`config.mk`:
```
export PLATFORM = sky130hd
export DESIGN_NAME = compressible_page_check
export DESIGN_NICKNAME = d
export VERILOG_FILES = /design/src/design/cpc_pkg.sv /design/src/design/compressible_page_check.sv
export SDC_FILE = /design/constraint.sdc
export NUM_CORES = 2
export LEC_CHECK = 0
export BUFFER_PORTS_ARGS = -buffer_cell sky130_fd_sc_hd__buf_2
export CAP_MARGIN = 20
export CORE_ASPECT_RATIO = 0.7
export CORE_MARGIN = 4
export CORE_UTILIZATION = 45
export CTS_BUF_LIST = sky130_fd_sc_hd__clkbuf_8
export DETAILED_ROUTE_END_ITERATION = 8
export SYNTH_ARGS = -nofsm -noshare
export SYNTH_HDL_FRONTEND = slang
export SYNTH_SLANG_ARGS = --single-unit
```
`constraint.sdc`:
```
create_clock -name clk -period 8 [get_ports clk]
set_input_delay 0 -clock clk [delete_from_list [all_inputs] [get_ports clk]]
set_output_delay 0 -clock clk [all_outputs]
set_load 0.01 [all_outputs]
```
`src/design/cpc_pkg.sv`:
```
`timescale 1ns / 1ps
// shared constants for the compressible page check
// register indexes, swizzle classes and fixed widths; no dependencies

package cpc_pkg;

  // configuration port
  localparam int CFG_IDX_W  = 3;
  localparam int CFG_DATA_W = 64;

  // register indexes
  localparam logic [CFG_IDX_W-1:0] REG_BOUND_A    = 3'd0;
  localparam logic [CFG_IDX_W-1:0] REG_BOUND_B    = 3'd1;
  localparam logic [CFG_IDX_W-1:0] REG_SECURE_TOP = 3'd2;
  localparam logic [CFG_IDX_W-1:0] REG_CACHE_CNT  = 3'd3;
  localparam logic [CFG_IDX_W-1:0] REG_SLICES     = 3'd4;
  localparam logic [CFG_IDX_W-1:0] REG_PART_MAP   = 3'd5;

  // payload widths
  localparam int ADDR_W = 48;
  localparam int THR_W  = 51;

  // slice total that enables the partition logic
  localparam logic [9:0] SLICE_TOTAL = 10'd80;

  // swizzle classes
  localparam logic [2:0] CLS_PLAIN   = 3'd0;
  localparam logic [2:0] CLS_HALF    = 3'd1;
  localparam logic [2:0] CLS_QUARTER = 3'd2;
  localparam logic [2:0] CLS_EIGHTH  = 3'd3;
  localparam logic [2:0] CLS_ANY     = 3'd4;

endpackage

```
`src/design/compressible_page_check.sv`:
```
`timescale 1ns / 1ps
// compressible page check: decides whether a page may use lossless compression
// depends on cpc_pkg
//
// Usage:
// - configuration is written through cfg_wr_en / cfg_index / cfg_data while the
//   block holds no word; derived boundary values settle through the first and second
//   derived levels, so in_ready stays low during a write and in the cycle after it
// - input words (phys_addr, huge_page) enter on in_valid / in_ready, results
//   (compressible) leave on out_valid / out_ready
// - seven register stages (stages 1 to 6 and the output stage): the accepting edge
//   loads stage 1, and the word passes on through the rest to the output unless stalled
// - throughput is one word per cycle; every stage holds one word, so a full
//   pipeline takes a new word in every cycle the output is free and no write holds it
// - when the receiver stalls, the output register holds its word and the whole
//   pipeline freezes; in_ready drops until the output word is taken
// - reset clears the configuration and the valid bits and empties the pipeline
// - the huge page stripe scan is a closed-form test on the stripe index
//   modulo the swizzle period, done in the last two stages

module compressible_page_check
  import cpc_pkg::*;
(
  input  logic                  clk,
  input  logic                  rst,
  input  logic                  cfg_wr_en,
  input  logic [CFG_IDX_W-1:0]  cfg_index,
  input  logic [CFG_DATA_W-1:0] cfg_data,
  input  logic                  in_valid,
  output logic                  in_ready,
  input  logic [ADDR_W-1:0]     phys_addr,
  input  logic                  huge_page,
  output logic                  out_valid,
  input  logic                  out_ready,
  output logic                  compressible
);

  // configuration registers
  logic [31:0] bound_a;
  logic [31:0] bound_b;
  logic [47:0] secure_top;
  logic [5:0]  cache_count;
  logic [3:0]  slices_per_cache;
  logic [63:0] partition_map;
  logic        cfg_hold;

  always_ff @(posedge clk) begin
    if (rst) begin
      bound_a          <= '0;
      bound_b          <= '0;
      secure_top       <= '0;
      cache_count      <= '0;
      slices_per_cache <= '0;
      partition_map    <= '0;
    end else if (cfg_wr_en) begin
      case (cfg_index)
        REG_BOUND_A:    bound_a          <= cfg_data[31:0];
        REG_BOUND_B:    bound_b          <= cfg_data[31:0];
        REG_SECURE_TOP: secure_top       <= cfg_data[47:0];
        REG_CACHE_CNT:  cache_count      <= cfg_data[5:0];
        REG_SLICES:     slices_per_cache <= cfg_data[3:0];
        REG_PART_MAP:   partition_map    <= cfg_data;
        default: ;
      endcase
    end
  end

  // input hold-off while derived values catch up with a write
  always_ff @(posedge clk) begin
    if (rst) begin
      cfg_hold <= 1'b0;
    end else begin
      cfg_hold <= cfg_wr_en;
    end
  end

  // first level of derived boundary values
  logic [35:0] top;
  logic [34:0] bottom;
  logic [34:0] part5b;
  logic        ls_ok;
  logic        cache_ok;
  logic        part_zero;
  logic [8:0]  t1;
  logic [8:0]  t2;

  logic [32:0] sum_ab;
  logic [9:0]  ls_prod;
  logic [11:0] offset;
  logic [15:0] offset10;

  always_comb begin
    sum_ab   = {1'b0, bound_a} + {1'b0, bound_b};
    ls_prod  = 10'(cache_count) * 10'(slices_per_cache);
    offset   = 12'd2048 - {1'b0, bound_a[6:0], 4'b0};
    offset10 = 16'(offset) * 16'd10;
  end

  always_ff @(posedge clk) begin
    if (rst) begin
      top       <= '0;
      bottom    <= '0;
      part5b    <= '0;
      ls_ok     <= 1'b0;
      cache_ok  <= 1'b0;
      part_zero <= 1'b1;
      t1        <= '0;
      t2        <= '0;
    end else begin
      top       <= {1'b0, sum_ab, 2'b0} + 36'(sum_ab);
      bottom    <= {1'b0, bound_a, 2'b0} + 35'(bound_a);
      part5b    <= {1'b0, bound_b, 2'b0} + 35'(bound_b);
      ls_ok     <= (ls_prod == SLICE_TOTAL);
      cache_ok  <= (slices_per_cache == 4'd4) && (cache_count[1:0] == 2'b0)
                   && (cache_count != 6'd0);
      part_zero <= (bound_b == 32'd0);
      t1        <= offset10[15:7];
      t2        <= {1'b0, offset10[15:8]};
    end
  end

  // second level: addresses, partition thresholds, rebase offsets
  logic [50:0]      base_addr;
  logic [51:0]      top_addr;
  logic             elig_cfg;
  logic [THR_W-1:0] thr [8];
  logic [63:0]      coff1;
  logic [63:0]      coff2;
  logic [63:0]      coff3;

  always_ff @(posedge clk) begin
    if (rst) begin
      base_addr <= '0;
      top_addr  <= '0;
      elig_cfg  <= 1'b0;
      coff1     <= '0;
      coff2     <= '0;
      coff3     <= '0;
      for (int k = 0; k < 8; k++) begin
        thr[k] <= '0;
      end
    end else begin
      base_addr <= {bottom, 16'b0};
      top_addr  <= {top, 16'b0};
      elig_cfg  <= cache_ok && (48'(top) < secure_top);
      coff1     <= 64'(160 * 65536) - ({55'b0, t1} << 17);
      coff2     <= 64'(160 * 65536) - ({55'b0, t1} << 16);
      coff3     <= 64'(80 * 65536) - ({55'b0, t2} << 16);
      for (int k = 0; k < 8; k++) begin
        thr[k] <= {38'(38'(part5b) * 38'(k)), 13'b0};
      end
    end
  end

  // pipeline advance: the output register is free or being taken
  logic adv;
  assign adv      = !out_valid || out_ready;
  assign in_ready = adv && !cfg_wr_en && !cfg_hold;

  // stage 1: capture word, secure window compare
  logic              v1;
  logic [ADDR_W-1:0] s1_pa;
  logic              s1_huge;
  logic              s1_lt_sec;

  always_ff @(posedge clk) begin
    if (rst) begin
      v1 <= 1'b0;
    end else if (adv) begin
      v1 <= in_valid && in_ready;
    end
  end

  always_ff @(posedge clk) begin
    if (adv) begin
      s1_pa     <= phys_addr;
      s1_huge   <= huge_page;
      s1_lt_sec <= {16'b0, phys_addr} < {secure_top, 16'b0};
    end
  end

  // stage 2: offset into the partitioned region and eligibility
  logic              v2;
  logic [ADDR_W-1:0] s2_pa;
  logic              s2_huge;
  logic [THR_W-1:0]  s2_rel;
  logic              s2_elig;
  logic              s2_force;

  logic [51:0] rel_diff;
  logic        in_region;

  always_comb begin
    rel_diff  = {4'b0, s1_pa} - {1'b0, base_addr};
    in_region = !rel_diff[51] && ({4'b0, s1_pa} < top_addr);
  end

  always_ff @(posedge clk) begin
    if (rst) begin
      v2 <= 1'b0;
    end else if (adv) begin
      v2 <= v1;
    end
  end

  always_ff @(posedge clk) begin
    if (adv) begin
      s2_pa    <= s1_pa;
      s2_huge  <= s1_huge;
      s2_rel   <= rel_diff[THR_W-1:0];
      s2_elig  <= elig_cfg && s1_lt_sec && in_region;
      s2_force <= !ls_ok;
    end
  end

  // stage 3: partition index by threshold compare
  logic              v3;
  logic [ADDR_W-1:0] s3_pa;
  logic              s3_huge;
  logic [THR_W-1:0]  s3_rel;
  logic              s3_elig;
  logic              s3_force;
  logic [2:0]        s3_idx;

  logic [2:0] idx_cnt;

  always_comb begin
    idx_cnt = 3'd0;
    for (int k = 1; k < 8; k++) begin
      idx_cnt = idx_cnt + {2'b0, (s2_rel >= thr[k])};
    end
  end

  always_ff @(posedge clk) begin
    if (rst) begin
      v3 <= 1'b0;
    end else if (adv) begin
      v3 <= v2;
    end
  end

  always_ff @(posedge clk) begin
    if (adv) begin
      s3_pa    <= s2_pa;
      s3_huge  <= s2_huge;
      s3_rel   <= s2_rel;
      s3_elig  <= s2_elig;
      s3_force <= s2_force || (s2_elig && part_zero);
      s3_idx   <= idx_cnt;
    end
  end

  // stage 4: swizzle id lookup and class decode
  logic              v4;
  logic [ADDR_W-1:0] s4_pa;
  logic              s4_huge;
  logic [THR_W-1:0]  s4_rel;
  logic              s4_elig;
  logic              s4_force;
  logic [2:0]        s4_cls;
  logic [2:0]        s4_k;

  logic [7:0] swz_id;
  logic [2:0] cls_c;
  logic [2:0] k_c;

  always_comb begin
    swz_id = s3_elig ? partition_map[{s3_idx, 3'b0} +: 8] : 8'd0;
    cls_c  = CLS_ANY;
    k_c    = 3'd0;
    if (swz_id == 8'd0) begin
      cls_c = CLS_PLAIN;
    end else if (swz_id <= 8'd2) begin
      cls_c = CLS_HALF;
      k_c   = {swz_id[1:0] - 2'd1, 1'b0} << 1;
    end else if (swz_id <= 8'd6) begin
      cls_c = CLS_QUARTER;
      k_c   = {swz_id[1:0] - 2'd3, 1'b0};
    end else if (swz_id <= 8'd14) begin
      cls_c = CLS_EIGHTH;
      k_c   = swz_id[2:0] - 3'd7;
    end
  end

  always_ff @(posedge clk) begin
    if (rst) begin
      v4 <= 1'b0;
    end else if (adv) begin
      v4 <= v3;
    end
  end

  always_ff @(posedge clk) begin
    if (adv) begin
      s4_pa    <= s3_pa;
      s4_huge  <= s3_huge;
      s4_rel   <= s3_rel;
      s4_elig  <= s3_elig;
      s4_force <= s3_force;
      s4_cls   <= cls_c;
      s4_k     <= k_c;
    end
  end

  // stage 5: rebased address
  logic        v5;
  logic        s5_huge;
  logic        s5_force;
  logic [2:0]  s5_cls;
  logic [63:0] s5_r;

  logic [63:0] coff_sel;
  logic [63:0] rebase;

  always_comb begin
    case (s4_cls)
      CLS_HALF:    coff_sel = coff1;
      CLS_QUARTER: coff_sel = coff2;
      default:     coff_sel = coff3;
    endcase
    rebase = {13'b0, s4_rel} - {13'b0, thr[s4_k]} + coff_sel;
  end

  always_ff @(posedge clk) begin
    if (rst) begin
      v5 <= 1'b0;
    end else if (adv) begin
      v5 <= v4;
    end
  end

  always_ff @(posedge clk) begin
    if (adv) begin
      s5_huge  <= s4_huge;
      s5_force <= s4_force;
      s5_cls   <= s4_cls;
      s5_r     <= (s4_cls == CLS_PLAIN) ? {16'b0, s4_pa} : rebase;
    end
  end

  // stage 6: stripe index split, nibble sum for the mod 5 reduction
  logic       v6;
  logic       s6_huge;
  logic       s6_force;
  logic [2:0] s6_cls;
  logic [7:0] s6_nsum;
  logic [4:0] s6_low;
  logic       s6_wrap;

  logic [43:0] qhi;
  logic [4:0]  qlow;
  logic [7:0]  nsum;

  always_comb begin
    case (s5_cls)
      CLS_PLAIN: begin
        qhi  = {3'b0, s5_r[63:23]};
        qlow = s5_r[22:18];
      end
      CLS_HALF: begin
        qhi  = {2'b0, s5_r[63:22]};
        qlow = s5_r[21:17];
      end
      CLS_QUARTER: begin
        qhi  = {1'b0, s5_r[63:21]};
        qlow = s5_r[20:16];
      end
      default: begin
        qhi  = s5_r[63:20];
        qlow = {1'b0, s5_r[19:16]};
      end
    endcase
    // 16 is 1 mod 5, so the nibble sum keeps the residue
    nsum = 8'd0;
    for (int n = 0; n < 11; n++) begin
      nsum = nsum + {4'b0, qhi[4*n +: 4]};
    end
  end

  always_ff @(posedge clk) begin
    if (rst) begin
      v6 <= 1'b0;
    end else if (adv) begin
      v6 <= v5;
    end
  end

  always_ff @(posedge clk) begin
    if (adv) begin
      s6_huge  <= s5_huge;
      s6_force <= s5_force;
      s6_cls   <= s5_cls;
      s6_nsum  <= nsum;
      s6_low   <= qlow;
      s6_wrap  <= s5_huge && (&s5_r[63:21]);
    end
  end

  // output stage: residue, stripe position, reserved window test
  logic [4:0] fold_a;
  logic [4:0] fold_b;
  logic [2:0] m5;
  logic [7:0] qm;
  logic       hit;
  logic       answer;

  always_comb begin
    fold_a = {1'b0, s6_nsum[7:4]} + {1'b0, s6_nsum[3:0]};
    fold_b = {4'b0, fold_a[4]} + {1'b0, fold_a[3:0]};
    if (fold_b >= 5'd15) begin
      m5 = 3'(fold_b - 5'd15);
    end else if (fold_b >= 5'd10) begin
      m5 = 3'(fold_b - 5'd10);
    end else if (fold_b >= 5'd5) begin
      m5 = 3'(fold_b - 5'd5);
    end else begin
      m5 = fold_b[2:0];
    end
    if (s6_cls == CLS_EIGHTH) begin
      qm = {1'b0, m5, s6_low[3:0]};
    end else begin
      qm = {m5, s6_low};
    end
    case (s6_cls)
      CLS_PLAIN:   hit = (qm < 8'd3) || (s6_huge && (qm > 8'd152));
      CLS_HALF:    hit = (qm < 8'd4) || (s6_huge && (qm > 8'd144));
      CLS_QUARTER: hit = (qm < 8'd4) || (s6_huge && (qm > 8'd128));
      CLS_EIGHTH:  hit = (qm < 8'd3) || (s6_huge && (qm > 8'd48));
      default:     hit = 1'b0;
    endcase
    answer = s6_force || s6_wrap || !hit;
  end

  always_ff @(posedge clk) begin
    if (rst) begin
      out_valid <= 1'b0;
    end else if (adv) begin
      out_valid <= v6;
    end
  end

  always_ff @(posedge clk) begin
    if (adv) begin
      compressible <= answer;
    end
  end

`ifndef ASSERT_OFF
  // slice total flag follows the cache registers
  assert property (@(posedge clk) disable iff (rst)
    !$past(rst) |-> ls_ok == $past(ls_prod == SLICE_TOTAL))
    else $error("slice total flag out of step");

  // an eligible offset lies inside the partitioned region
  assert property (@(posedge clk) disable iff (rst)
    v3 && s3_elig && !s3_force |-> s3_rel < {thr[4][THR_W-2:0], 1'b0})
    else $error("partition offset beyond region");

  // an ineligible word always takes the plain class
  assert property (@(posedge clk) disable iff (rst)
    v4 && !s4_elig |-> s4_cls == CLS_PLAIN)
    else $error("swizzle class without eligibility");

  // a stalled pipeline takes no new word
  assert property (@(posedge clk) disable iff (rst)
    out_valid && !out_ready |=> $stable(v6) && $stable(s6_nsum))
    else $error("pipeline moved during stall");
`endif

endmodule
```
==> results.json <==
{
  "crit_start": "s4_k[0]$_SDFFCE_PP0N_",
  "end_kind": "flip-flop",
  "fin_cells": 8658,
  "synth_top_flop_cell": "dfxtp_1",
  "cts_buffers": 147,
  "grt_pass1_vias": 45505,
  "vias": 49279,
  "synth_warnings": 0,
  "preCtsSetupSlack_ns": 1.143,
  "slew-limit-headroom_pct": 30.58,
  "cts.path.max_buffers": 3,
  "cp-endpoint": "s5_r[50]$_SDFFCE_PP0N_",
  "period_share_pct": 86.82,
  "drc": 0,
  "initial_core_util_pct": 45.46,
  "die_area_um2": 138700,
  "reg2reg_setup_slack_ns": 1.05,
  "final_util_pct": 51.81,
  "row_count": 111,
  "areaGrowthSynthToFinish_pct": 13.96,
  "worstReg2RegEnd": "s5_r[50]$_SDFFCE_PP0N_",
  "worst-endpoint-required_ns": 8.60,
  "reg2reg_from": "s4_k[0]$_SDFFCE_PP0N_",
  "cp_top_family": "compound AO/OA/AOI/OAI gates",
  "reg2regPathDepth": 23,
  "critPathMaxStageDelay_ns": 0.97,
  "crit_cells": 23,
  "grt_max_degree": 159,
  "grt_usage_pct": 26.87,
  "slew_violations": 0,
  "synth_nets": 7371,
  "wl_per_cell_um": 22.03,
  "cts.clk_slew.worst_paths_ns": 0.07,
  "tns_ns": 0,
  "cts_tree": "built",
  "post_cts_buffers": 0,
  "worst_pin_slew_ns": 1.028,
  "crit_type": "reg2reg",
  "grt_setup_unrepaired": "no",
  "antenna_found_initial": 19,
  "drt_pre_antenna_iters": 6,
  "placed_cells": 8100,
  "drt-vias-per-instance": 5.692,
  "drt_first_iter_violations": 5188,
  "fmax_mhz": 144.0,
  "multi_input_area_um2": 35440,
  "ys_async_sr_fraction_pct": 0,
  "critPathSlowestCell": "edfxtp_1",
  "drive_above_1_share_pct": 7.097,
  "setup_viol_count_final": 0,
  "grt_first_pass_wirelength_um": 284800,
  "worstSetupStartpointType": "flip-flop",
  "p_leak_uw": 0.02875,
  "synth_cells": 6391,
  "path_cells": "buf_4, buf_4, buf_4, o21ai_0, a221o_1, o21ai_0, ha_1, and3_1, a221oi_1, nand3_1, o2bb2ai_1, o31ai_1, a21oi_1, o21ai_0, a21oi_1, xnor2_1, ha_1, nand3_1, or3_1, a211oi_1, o22ai_1, xor2_1, nor2_1",
  "die-height_um": 312.8,
  "io-pin-count": 124,
  "ctsHtreeMaxLevel": 4,
  "ant_nets": 0,
  "crit_arrival_ns": 7.55,
  "synth_edf_count": 363,
  "synth.avg_cell_area_um2": 9.346,
  "status": "finished, final reports clean",
  "ir_drop_mv": 0.1909,
  "max-cap-violations": 0,
  "finalNetCount": 7762,
  "power_density_nw_per_um2": 192.8,
  "dp_hpwl_um": 147200,
  "fin_skew_ns": 0.06068,
  "timing_hold_violations_final": 0,
  "fill_cells": 11951,
  "hold_path_class": "in2reg",
  "core_um2": 131400,
  "synth_cell_type_count": 99,
  "worst-path-buf-inv": 3,
  "syn_area_um2": 59730,
  "setup_ws_ns": 1.055,
  "wl_um": 190700,
  "ys_seq_area_share_pct": 36.78,
  "gp_congestion": 0.9864,
  "fin_crit_ns": 6.945,
  "clk_latency_ns": 0.89,
  "seq_area_um2": 21970,
  "global_route.overflow_total": 0,
  "crit_fanout": 37,
  "clockRootBuffer": "clkbuf_8",
  "die_w_um": 443.5,
  "io_buffers": 123,
  "synth-seq-cells": 916,
  "clock_sinks": 916
}
==> cell type report <==
type	instances	share of cell area, %
antenna	3	0.01103
clock inverter	100	1.083
sequential	916	32.28
tap	1751	3.219
timing repair buffer	443	5.551
clock buffer	171	3.458
inverter	423	2.338
multi-input combinational	4851	52.06
==> worst min path at each step <==
stage / slack (ns) / cells past startpoint / end / start
floorplan: 0.06 / 1 / in_ready / cfg_wr_en
global placement: 0.18 / 1 / s1_pa[15]$_DFFE_PN_ / phys_addr[15]
detailed placement: 0.18 / 1 / s1_pa[4]$_DFFE_PN_ / phys_addr[4]
CTS: 0.002 / 4 / secure_top[4]$_SDFFE_PP0P_ / cfg_data[4]
global route: 0.10 / 4 / secure_top[4]$_SDFFE_PP0P_ / cfg_data[4]
finish: 0.13 / 4 / bound_b[3]$_SDFFE_PP0P_ / cfg_data[3]
==> cells in the final DEF (no fill, tap or decap), types with 53 or more instances in the layout <==
cell	netlist	final
clkbuf_8	0	171
xor2_1	106	106
nor2b_1	229	228
edfxtp_1	363	363
ha_1	768	768
nor2_1	460	459
a21oi_1	579	578
o21a_1	67	67
dfxtp_1	553	553
dlygate4sd3_1	0	282
fa_1	91	91
a211oi_1	53	53
nand4_1	87	87
a21o_1	271	271
xnor2_1	186	186
nand2_1	639	639
nand2b_1	83	83
nor3_1	82	80
nand3_1	87	85
buf_2	0	122
o21ai_0	349	349
inv_1	421	470
==> metrics by stage <==
stage	hold slack, ns	cell area [um^2]	total power, uW
final	0.1299	68070	13120
after global routing	0.1006	68070	13830
after CTS	0.002152	68010	13200
after detailed placement	0.1786	62100	8820
after global placement	0.1759	62090	8759
after floorplan	0.06215	59730	7842
==> tightest hold or removal path, delay by kind of cell <==
family                 cells  cell delay [ns]
and+or+nand+nor            1             0.09
buffers and inverters      2             0.77
AOI/OAI and AO/OA          1             0.06
==> registers in the layout, indices dropped and copies added (netlist names), 36 cells and up <==
signal / cells
s5_r: 48
secure_top: 48
top_addr: 36
thr: 143
top: 36
s2_pa: 48
partition_map: 64
s1_pa: 48
==> where the power goes <==
group,switching (uW),total (uW),leakage (uW),internal (uW)
combinational,1910,3390,0.0186,1480
sequential,352,5480,0.00836,5130
clock,1990,4250,0.00175,2270
total,4250,13100,0.0288,8870
==> logic make-up (layout without fill, tap and decap cells) <==
logic type               count (synthesis)  count (layout)  share of synthesized area (%)
AO/OA/AOI/OAI                         1727            1727                          18.28
XOR/XNOR                               297             297                          4.443
flip-flops                             916             916                          36.78
other                                    0               3                              0
adder cells (fa/ha/maj)                859             859                          19.14
buffers and inverters                  624            1137                          3.947
multiplexers                            95              95                          2.547
AND/OR/NAND/NOR                       1873            1873                          14.86
==> cell usage after synthesis (11+ instances only) <==
cell type | number | area share [%]
ha_1 | 768 | 16
a21o_1 | 271 | 3.4
nand3_1 | 87 | 0.73
a221o_1 | 46 | 0.77
inv_1 | 421 | 2.6
a41oi_1 | 11 | 0.16
nor4_1 | 41 | 0.43
o31ai_1 | 20 | 0.25
nand2b_1 | 83 | 0.87
fa_1 | 91 | 3.0
a211oi_1 | 53 | 0.67
or3_1 | 17 | 0.18
o22ai_1 | 24 | 0.25
a21oi_1 | 579 | 4.9
mux4_2 | 44 | 1.7
xor2_1 | 106 | 1.6
o31a_1 | 14 | 0.21
buf_1 | 13 | 0.082
o21ai_0 | 349 | 2.9
o21ai_1 | 26 | 0.22
xnor2_1 | 186 | 2.7
and4_1 | 13 | 0.19
o21a_1 | 67 | 0.84
a21boi_0 | 13 | 0.16
edfxtp_1 | 363 | 18
or2_2 | 12 | 0.13
nor2b_1 | 229 | 2.4
and2_1 | 38 | 0.40
o2111ai_1 | 11 | 0.16
mux2i_1 | 38 | 0.64
clkbuf_1 | 185 | 1.2
nand2_1 | 639 | 4.0
a311oi_1 | 11 | 0.16
a221oi_1 | 26 | 0.38
nor3_1 | 82 | 0.69
a22oi_1 | 13 | 0.16
nand4_1 | 87 | 0.91
o211ai_1 | 16 | 0.20
dfxtp_1 | 553 | 19
o21bai_1 | 43 | 0.54
a211o_1 | 11 | 0.16
and3_1 | 40 | 0.42
nor2_1 | 460 | 2.9
a31oi_1 | 43 | 0.45
==> layer usage <==
layer | share of wire (%) | track usage [%]
met1 | 50 | 42.41
met2 | 39 | 36.45
met3 | 8.6 | 4.840
met4 | 2.9 | 8.485
met5 | 0.028 | 0
==> timing repair <==
action                                 in CTS  in global routing
endpoints found under the hold margin     326                  0
hold buffers                              282                  0
gates resized for setup                     0                  0
(Power assumes the default switching activity.)
